==> src/hdl/grmw_pkg.sv <==
// Shared constants, payload types and index helpers for the guest radix map walker.
`timescale 1ns / 1ps

package grmw_pkg;

    // Map geometry
    localparam int LEVELS            = 4;
    localparam int ENTRIES_PER_TABLE = 512;
    localparam int PAGE_OFFSET_BITS  = 12;
    localparam int TABLE_PAGES       = 64;

    localparam int ADDR_W       = 48;
    localparam int ENTRY_W      = 48;
    localparam int OPCODE_W     = 2;
    localparam int STATUS_W     = 2;
    localparam int INDEX_W      = $clog2(ENTRIES_PER_TABLE);
    localparam int PAGE_W       = $clog2(TABLE_PAGES);
    localparam int FREE_W       = $clog2(TABLE_PAGES + 1);
    localparam int LEVEL_W      = $clog2(LEVELS);
    localparam int STORE_DEPTH  = TABLE_PAGES * ENTRIES_PER_TABLE;
    localparam int STORE_ADDR_W = PAGE_W + INDEX_W;

    // Opcodes
    localparam logic [OPCODE_W-1:0] OP_LOOKUP  = 2'd0;
    localparam logic [OPCODE_W-1:0] OP_MAP     = 2'd1;
    localparam logic [OPCODE_W-1:0] OP_MAP_NEW = 2'd2;

    // Result status codes
    localparam logic [STATUS_W-1:0] ST_OK         = 2'd0;
    localparam logic [STATUS_W-1:0] ST_NOT_MAPPED = 2'd1;
    localparam logic [STATUS_W-1:0] ST_ALREADY    = 2'd2;
    localparam logic [STATUS_W-1:0] ST_NO_TABLES  = 2'd3;

    typedef struct packed {
        logic [OPCODE_W-1:0] opcode;
        logic [ADDR_W-1:0]   guest_addr;
        logic [ADDR_W-1:0]   host_addr;
    } grmw_cmd_t;

    typedef struct packed {
        logic [STATUS_W-1:0] status;
        logic [ADDR_W-1:0]   found_host_addr;
    } grmw_rsp_t;

    typedef struct packed {
        logic                    en;
        logic [STORE_ADDR_W-1:0] addr;
        logic [ENTRY_W-1:0]      data;
    } store_wr_t;

    typedef struct packed {
        logic                    en;
        logic [STORE_ADDR_W-1:0] addr;
    } store_rd_t;

    typedef struct packed {
        logic      valid;
        grmw_rsp_t rsp;
    } walk_done_t;

    // Table index used at a given level, top level first in the walk
    function automatic logic [INDEX_W-1:0] level_index(
        input logic [ADDR_W-1:0]  gaddr,
        input logic [LEVEL_W-1:0] level
    );
        logic [63:0] wide;
        wide = 64'(gaddr) >> (PAGE_OFFSET_BITS + int'(level) * INDEX_W);
        return wide[INDEX_W-1:0];
    endfunction

endpackage

==> src/hdl/grmw_walk.sv <==
// Walk sequencer: clearing pass, level-by-level read/modify/write, page pool.
`timescale 1ns / 1ps

module grmw_walk (
    input  logic                         clk,
    input  logic                         rst_n,
    input  logic                         start,
    input  grmw_pkg::grmw_cmd_t          cmd,
    output logic                         busy,
    output grmw_pkg::store_wr_t          store_wr,
    output grmw_pkg::store_rd_t          store_rd,
    input  logic [grmw_pkg::ENTRY_W-1:0] rd_data,
    output grmw_pkg::walk_done_t         fin
);

    localparam logic [1:0] S_CLEAR = 2'd0;
    localparam logic [1:0] S_IDLE  = 2'd1;
    localparam logic [1:0] S_WALK  = 2'd2;

    localparam logic [grmw_pkg::STORE_ADDR_W-1:0] CLR_LAST =
        grmw_pkg::STORE_ADDR_W'(grmw_pkg::STORE_DEPTH - 1);
    localparam logic [grmw_pkg::LEVEL_W-1:0] TOP_LEVEL =
        grmw_pkg::LEVEL_W'(grmw_pkg::LEVELS - 1);

    logic [1:0]                          state_reg, state_next;
    logic [grmw_pkg::STORE_ADDR_W-1:0]   clr_addr_reg, clr_addr_next;
    logic [grmw_pkg::LEVEL_W-1:0]        level_reg, level_next;
    logic [grmw_pkg::PAGE_W-1:0]         page_reg, page_next;
    logic [grmw_pkg::FREE_W-1:0]         free_reg, free_next;
    logic [grmw_pkg::OPCODE_W-1:0]       op_reg;
    logic [grmw_pkg::ADDR_W-1:0]         gaddr_reg;
    logic [grmw_pkg::ADDR_W-1:0]         haddr_reg;

    logic                                do_map;
    logic                                entry_absent;
    logic                                pool_dry;
    logic [grmw_pkg::PAGE_W-1:0]         child;
    logic [grmw_pkg::LEVEL_W-1:0]        level_dn;

    assign busy         = (state_reg != S_IDLE);
    assign do_map       = op_reg inside {grmw_pkg::OP_MAP, grmw_pkg::OP_MAP_NEW};
    assign entry_absent = (rd_data == '0) ||
                          (rd_data >= grmw_pkg::ENTRY_W'(grmw_pkg::TABLE_PAGES));
    assign pool_dry     = (free_reg >= grmw_pkg::FREE_W'(grmw_pkg::TABLE_PAGES));
    assign child        = entry_absent ? free_reg[grmw_pkg::PAGE_W-1:0]
                                       : rd_data[grmw_pkg::PAGE_W-1:0];
    assign level_dn     = level_reg - 1'b1;

    always_comb
    begin
        state_next    = state_reg;
        clr_addr_next = clr_addr_reg;
        level_next    = level_reg;
        page_next     = page_reg;
        free_next     = free_reg;
        store_wr      = '0;
        store_rd      = '0;
        fin           = '0;

        case (state_reg)
            S_CLEAR:
            begin
                // zero one entry per cycle
                store_wr.en   = 1'b1;
                store_wr.addr = clr_addr_reg;
                if (clr_addr_reg == CLR_LAST)
                begin
                    state_next = S_IDLE;
                end
                else
                begin
                    clr_addr_next = clr_addr_reg + 1'b1;
                end
            end

            S_IDLE:
            begin
                if (start)
                begin
                    store_rd.en   = 1'b1;
                    store_rd.addr = {grmw_pkg::PAGE_W'(0),
                                     grmw_pkg::level_index(cmd.guest_addr, TOP_LEVEL)};
                    level_next    = TOP_LEVEL;
                    page_next     = '0;
                    state_next    = S_WALK;
                end
            end

            S_WALK:
            begin
                if (level_reg != '0)
                begin
                    if (entry_absent && !do_map)
                    begin
                        fin.valid      = 1'b1;
                        fin.rsp.status = grmw_pkg::ST_NOT_MAPPED;
                        state_next     = S_IDLE;
                    end
                    else if (entry_absent && pool_dry)
                    begin
                        fin.valid      = 1'b1;
                        fin.rsp.status = grmw_pkg::ST_NO_TABLES;
                        state_next     = S_IDLE;
                    end
                    else
                    begin
                        if (entry_absent)
                        begin
                            // link a fresh page; pages past the pool top are still zero
                            store_wr.en   = 1'b1;
                            store_wr.addr = {page_reg,
                                             grmw_pkg::level_index(gaddr_reg, level_reg)};
                            store_wr.data = grmw_pkg::ENTRY_W'(free_reg);
                            free_next     = free_reg + 1'b1;
                        end
                        store_rd.en   = 1'b1;
                        store_rd.addr = {child, grmw_pkg::level_index(gaddr_reg, level_dn)};
                        page_next     = child;
                        level_next    = level_dn;
                    end
                end
                else
                begin
                    fin.valid  = 1'b1;
                    state_next = S_IDLE;
                    if (!do_map)
                    begin
                        if (rd_data == '0)
                        begin
                            fin.rsp.status = grmw_pkg::ST_NOT_MAPPED;
                        end
                        else
                        begin
                            fin.rsp.status          = grmw_pkg::ST_OK;
                            fin.rsp.found_host_addr = rd_data;
                        end
                    end
                    else if (op_reg == grmw_pkg::OP_MAP_NEW && rd_data != '0)
                    begin
                        fin.rsp.status = grmw_pkg::ST_ALREADY;
                    end
                    else
                    begin
                        store_wr.en    = 1'b1;
                        store_wr.addr  = {page_reg, grmw_pkg::level_index(gaddr_reg, '0)};
                        store_wr.data  = haddr_reg;
                        fin.rsp.status = grmw_pkg::ST_OK;
                    end
                end
            end

            default:
            begin
                state_next = S_IDLE;
            end
        endcase
    end

    always_ff @(posedge clk or negedge rst_n)
    begin
        if (!rst_n)
        begin
            state_reg    <= S_CLEAR;
            clr_addr_reg <= '0;
            level_reg    <= '0;
            page_reg     <= '0;
            free_reg     <= grmw_pkg::FREE_W'(1);
        end
        else
        begin
            state_reg    <= state_next;
            clr_addr_reg <= clr_addr_next;
            level_reg    <= level_next;
            page_reg     <= page_next;
            free_reg     <= free_next;
        end
    end

    // hold the command for the length of the walk
    always_ff @(posedge clk)
    begin
        if (state_reg == S_IDLE && start)
        begin
            op_reg    <= cmd.opcode;
            gaddr_reg <= cmd.guest_addr;
            haddr_reg <= cmd.host_addr;
        end
    end

endmodule

==> config.mk <==
export PLATFORM = sky130hd
export DESIGN_NAME = grmw_walk
export DESIGN_NICKNAME = d
export VERILOG_FILES = /design/src/hdl/grmw_pkg.sv /design/src/hdl/grmw_walk.sv
export SDC_FILE = /design/constraint.sdc
export NUM_CORES = 1
export LEC_CHECK = 0
export BUFFER_PORTS_ARGS = -buffer_cell sky130_fd_sc_hd__buf_2
export CORE_MARGIN = 2
export CORE_UTILIZATION = 47
export DETAILED_ROUTE_END_ITERATION = 8
export PLACE_DENSITY = 0.81
export SLEW_MARGIN = 20
export SYNTH_ARGS = -nofsm -noshare
export SYNTH_HDL_FRONTEND = slang
export SYNTH_SLANG_ARGS = --single-unit
export TNS_END_PERCENT = 100
==> constraint.sdc <==
create_clock -name clk -period 3.5 [get_ports clk]
set_clock_uncertainty 0.1 [all_clocks]
set_input_delay 0.525 -clock clk [delete_from_list [all_inputs] [get_ports clk]]
set_output_delay 0.525 -clock clk [all_outputs]
set_load 0.005 [all_outputs]
# --- Word-level counts from Yosys, hierarchy flattened ---
# Cells that the tools add are included.
# Widths: inputs -> output; s select.
op_classes:
  n_reduce_logical: 16
  n_mux: 40
  multipliers: 2
  order_cmp: 2
  n_shift: 2
  n_addsub: 5
  bitwise_logic: 3
  n_eq_ne: 12
ops:
  columns: ["operator", "n"]
  rows:
  - ["$mux 64", 6]
  - ["$mux 48", 4]
  - ["$shr 48x7->9", 2]
  - ["$mux 16", 4]
  - ["$pmux 16 s2", 2]
  - ["$mux 51", 1]
  - ["$ge 48x7->1 const B", 1]
  - ["$logic_not 48->1", 1]
  - ["$reduce_bool 48->1", 1]
  - ["$mux 6", 5]
  - ["$mux 2", 11]
  - ["$add 15x1->15 const B", 1]
  - ["$eq 15x15->1 const B", 1]
  - ["$add 4x6->7 const A", 2]
  - ["$mul 2x4->6 const B", 2]
  - ["$pmux 6 s2", 1]
  - ["$ne 2x2->1 const B", 5]
  - ["$reduce_and 5->1", 2]
  - ["$mux 3", 3]
  - ["$add 7x1->7 const B", 1]
  - ["$ge 7x7->1 const B", 1]
  - ["$pmux 2 s3", 1]
  - ["$reduce_bool 2->1", 3]
  - ["$eq 2x1->1 const B", 2]
  - ["13 further kinds", 19]
word_totals:
  reg_bits: 130
  in_bits: 149
  elab_cells: 90

# --- Longest topological paths before layout ---
logic_depth:
  ltp_word: 8
  depth_mapped: 8
  mapped_depth_nobuf: 7

# --- Worst setup path after synthesis ---
# OpenSTA, ideal clock, no wires.
synth_path:
  kind: "register -> register"
  startpoint: "register state_reg[1]"
  endpoint: "register gaddr_reg[12] (netlist bit), enable pin"
  stages_incl_launch_ff: 5
  n_path_buf: 0
  setup_time_ns: 0.440
  setup_slack_ns: 0.566
  required_ns: 2.960
  t_arrival_ns: 2.394
  cell_sequence: "dfrtp_1 inv_1 ha_1 nand2_1 inv_1"
synth_between:
  elab_chain_len: 2
synth_rtl:
  columns: ["element", "line_no", "rtl"]
  rows:
  - ["start: declaration", "grmw_walk.sv:25", "logic [1:0] state_reg, state_next;"]
  - ["start signal: assignment", "grmw_walk.sv:171", "state_reg <= state_next;"]
  - ["$eq 2x1->1", "grmw_walk.sv:182", "if (state_reg == S_IDLE && start)"]
  - ["$logic_and 1x1->1", "grmw_walk.sv:182", null]
  - ["end signal: assignment", "grmw_walk.sv:185", "gaddr_reg <= cmd.guest_addr;"]
  - ["end: declaration", "grmw_walk.sv:31", "logic [grmw_pkg::ADDR_W-1:0] gaddr_reg;"]
# Every way passes these cells.
# A chain may end at the register's enable or synchronous reset.

==> results.txt <==
arrival time at the worst endpoint: 2630 ps
sequential-to-total area share from yosys stat: 56.0%
FF-to-FF End: clr_addr_reg[13]
outcome: complete, no violations
drt pass-1 iters: 4
vias in the first global route: 5168
P per Cell Area: 624 nW/µm²
Reg2Reg Setup Slack: 1030 ps
clock root buffer master: clkbuf_16
Setup WS post-layout: 241 ps
Layout area overhead: 34.6%
CTS tree: done
first-pass GRT wire length: 25.9 mm
Initial DRC Count: 368
CTS HTree Levels: 4
Most used DFF post-synth: edfxtp_1
reg2reg start: state_reg[0]
Residual DRC: 0
DR vias/cell: 5.44
worst skew pair latency: 400 ps
P_sw: 1.50 mW
internal power: 3.58 mW
Post-Synthesis Cell Area: 6040 µm²
Clk network pwr share: 34.2%
share of layout cells above drive strength 1: 44.9%
I/O pin total: 281
Final ANT Viol Nets: 0
peak supply drop: 522 µV
Core Region: 12600 µm²
Ys Warns: 0
via count: 5020
met3 routed WL: 1.30 mm
CP required: 2870 ps
clock buffer depth: 2
number of synthesized flops with an enable pin: 86
worst hold slack: 69.7 ps
Sw Ratio: 29.5%
starting density of the core: 48.1%
Tmin final: 3260 ps
Core Util, Final: 64.7%
Crit Path Class: reg -> out
largest cells by area after synthesis: edfxtp_1, dfrtp_1, and2_1, mux4_2, a221oi_1
Fmax achieved: 307 MHz
CTS buffer count: 17
Setup crit start kind: flip-flop
Avg Cell Area, Syn: 12.8 µm²
syn nets: 627
max reg flops: 48
DP HPWL: 12.1 mm
Leak: 3.87 nW
unrepaired setup endpoints after global routing: false
Global Route Usage Sum: 23.7%
cell taking the most area after synthesis: edfxtp_1
CP Capture Type: primary output
gp weighted congestion: 0.796
Fin Setup TNS: 0 ps
asr flop ratio synth: 27.1%
WL met1: 6.42 mm
Row Count: 41
WL per Instance: 17.5 µm
Hold WC Path Type: in -> async
# setup viols final: 0
Synth cell types: 49
n_diodes: 0
Die Y: 117 µm
Sequential Power Share: 40.1%
Final Cycle Share: 93.1%
dpl ws: 164 ps
Post-Syn Instances: 471
Max Cap Viol: 0
initial antenna violation count: 0
port buffer count: 268
Synth top area share: 42.8%
total gr overflow: 0
DR WL met2: 8.05 mm
drt total wl: 16.2 mm
Die W: 117 µm
count of endpoints failing hold in the final timing report: 0
Hold Buf Count CTS: 0
Worst slew margin: 32.9%
Worst Setup SP: state_reg[0]
Comb power frac: 25.6%
die area: 13800 µm²
Sink Count: 118
worst slew pin tran: 1010 ps
Final nets: 894
DR top layer: met4
pins over their slew limit: 0
worst-case reg-to-reg path depth: 6
Worst-path clk slew: 50 ps
Critical Path Fanout Max: 9
largest net degree at the start of global routing: 58
synthesis-stage register bit count: 118
==> synthesized netlist by cell type, types with 2 or more instances <==
| cell type | number |
|---|---|
| a21boi_1 | 2 |
| a21oi_1 | 3 |
| a221oi_1 | 18 |
| a22o_1 | 12 |
| a31o_1 | 2 |
| a41o_1 | 2 |
| and2_1 | 92 |
| and3_1 | 9 |
| and4_1 | 5 |
| buf_2 | 7 |
| buf_8 | 4 |
| clkbuf_1 | 15 |
| dfrtp_1 | 31 |
| edfxtp_1 | 86 |
| ha_1 | 7 |
| inv_1 | 19 |
| mux2_1 | 2 |
| mux2i_1 | 6 |
| mux4_2 | 18 |
| nand2_1 | 15 |
| nand3_1 | 12 |
| nand4_1 | 9 |
| nor2_1 | 19 |
| nor2b_1 | 2 |
| nor3_1 | 6 |
| nor4_1 | 9 |
| nor4_2 | 3 |
| o211ai_1 | 3 |
| o21ai_1 | 10 |
| o2bb2ai_1 | 7 |
| o41ai_4 | 2 |
| xnor2_1 | 12 |
| xor2_1 | 6 |
==> power by group through the flow <==
| stage | clock, mW | sequential [mW] | combinational [mW] |
|---|---|---|---|
| after floorplan | 0 | 1.99 | 0.881 |
| after global placement | 0 | 2.04 | 1.24 |
| after detailed placement | 0 | 2.06 | 1.28 |
| after CTS | 1.77 | 2.03 | 1.30 |
| after global routing | 1.83 | 2.07 | 1.43 |
| final | 1.74 | 2.04 | 1.30 |
==> cells in the final DEF, fill, tap and decap left out, types with 2 or more instances in the layout <==
| cell type | count |
|---|---|
| a21boi_1 | 2 |
| a21oi_1 | 3 |
| a221oi_1 | 18 |
| a22o_1 | 12 |
| a31o_1 | 2 |
| a41o_1 | 2 |
| and2_1 | 92 |
| and3_1 | 8 |
| and4_1 | 5 |
| buf_2 | 268 |
| buf_4 | 6 |
| clkbuf_1 | 4 |
| clkbuf_16 | 21 |
| clkinv_2 | 5 |
| dfrtp_1 | 31 |
| edfxtp_1 | 86 |
| ha_1 | 7 |
| inv_1 | 18 |
| mux2_1 | 2 |
| mux2i_1 | 6 |
| mux4_2 | 18 |
| nand2_1 | 15 |
| nand3_1 | 11 |
| nand4_1 | 9 |
| nor2_1 | 18 |
| nor3_1 | 6 |
| nor4_1 | 9 |
| nor4_2 | 3 |
| o211ai_1 | 3 |
| o21ai_1 | 10 |
| o2bb2ai_1 | 7 |
| o41ai_4 | 2 |
| xnor2_1 | 12 |
| xor2_1 | 6 |
==> critical path, cell delays in order (launching register included) <==
cell,delay [ps]
dfrtp_1,390
inv_1,110
ha_1,350
nor2b_2,310
nand3_1,160
o41ai_4,240
buf_4,230
a221oi_1,110
nor2_1,180
buf_2,130
==> cell type report <==
type	instances	area (µm²)
inverters	20	76.3
well taps	172	215
flip-flops and latches	118	3380
repair buffers	275	1410
fillers	940	4440
clock inverters	6	56.3
multi-input cells	306	2440
clock buffers	26	554
==> per-stage QoR <==
stage / cells / cell area (µm²) / power, mW
after floorplan: 471 / 6040 / 2.88
after global placement: 891 / 7510 / 3.27
after detailed placement: 891 / 7510 / 3.34
after CTS: 923 / 8120 / 5.11
after global routing: 923 / 8130 / 5.33
final: 923 / 8130 / 5.07
==> cell families after synthesis <==
logic type | count (synthesis) | synth area share (%)
and+or+nand+nor | 187 | 18.3
DFF | 118 | 56.0
AOI/OAI and AO/OA | 68 | 9.69
buffers and inverters | 47 | 3.81
muxes | 26 | 8.08
xor gates and xnor gates | 18 | 2.61
adders and majority gates | 7 | 1.45
==> how the worst max path moves through the flow <==
| stage | cells past startpoint | to | slack, ps |
|---|---|---|---|
| finish | 9 | store_wr[51] | 240 |
| floorplan | 4 | gaddr_reg[12] | 570 |
| global placement | 7 | store_rd[8] | 220 |
| global route | 9 | store_wr[51] | 50 |
| detailed placement | 7 | store_rd[6] | 160 |
| CTS | 7 | store_rd[8] | 100 |
==> per-layer routing <==
layer / vias up / track usage [%]
li1: 2309 / -
met1: 2410 / 28.0
met2: 269 / 39.9
met3: 32 / 7.78
met4: 0 / 9.41
met5: - / 0
==> what timing repair did <==
item | CTS | global route
setup buffers | 0 | 0
setup endpoints to repair | 4 | 23
resized for setup | 1 | 2
No activity file was read; power rests on OpenSTA's default activity.
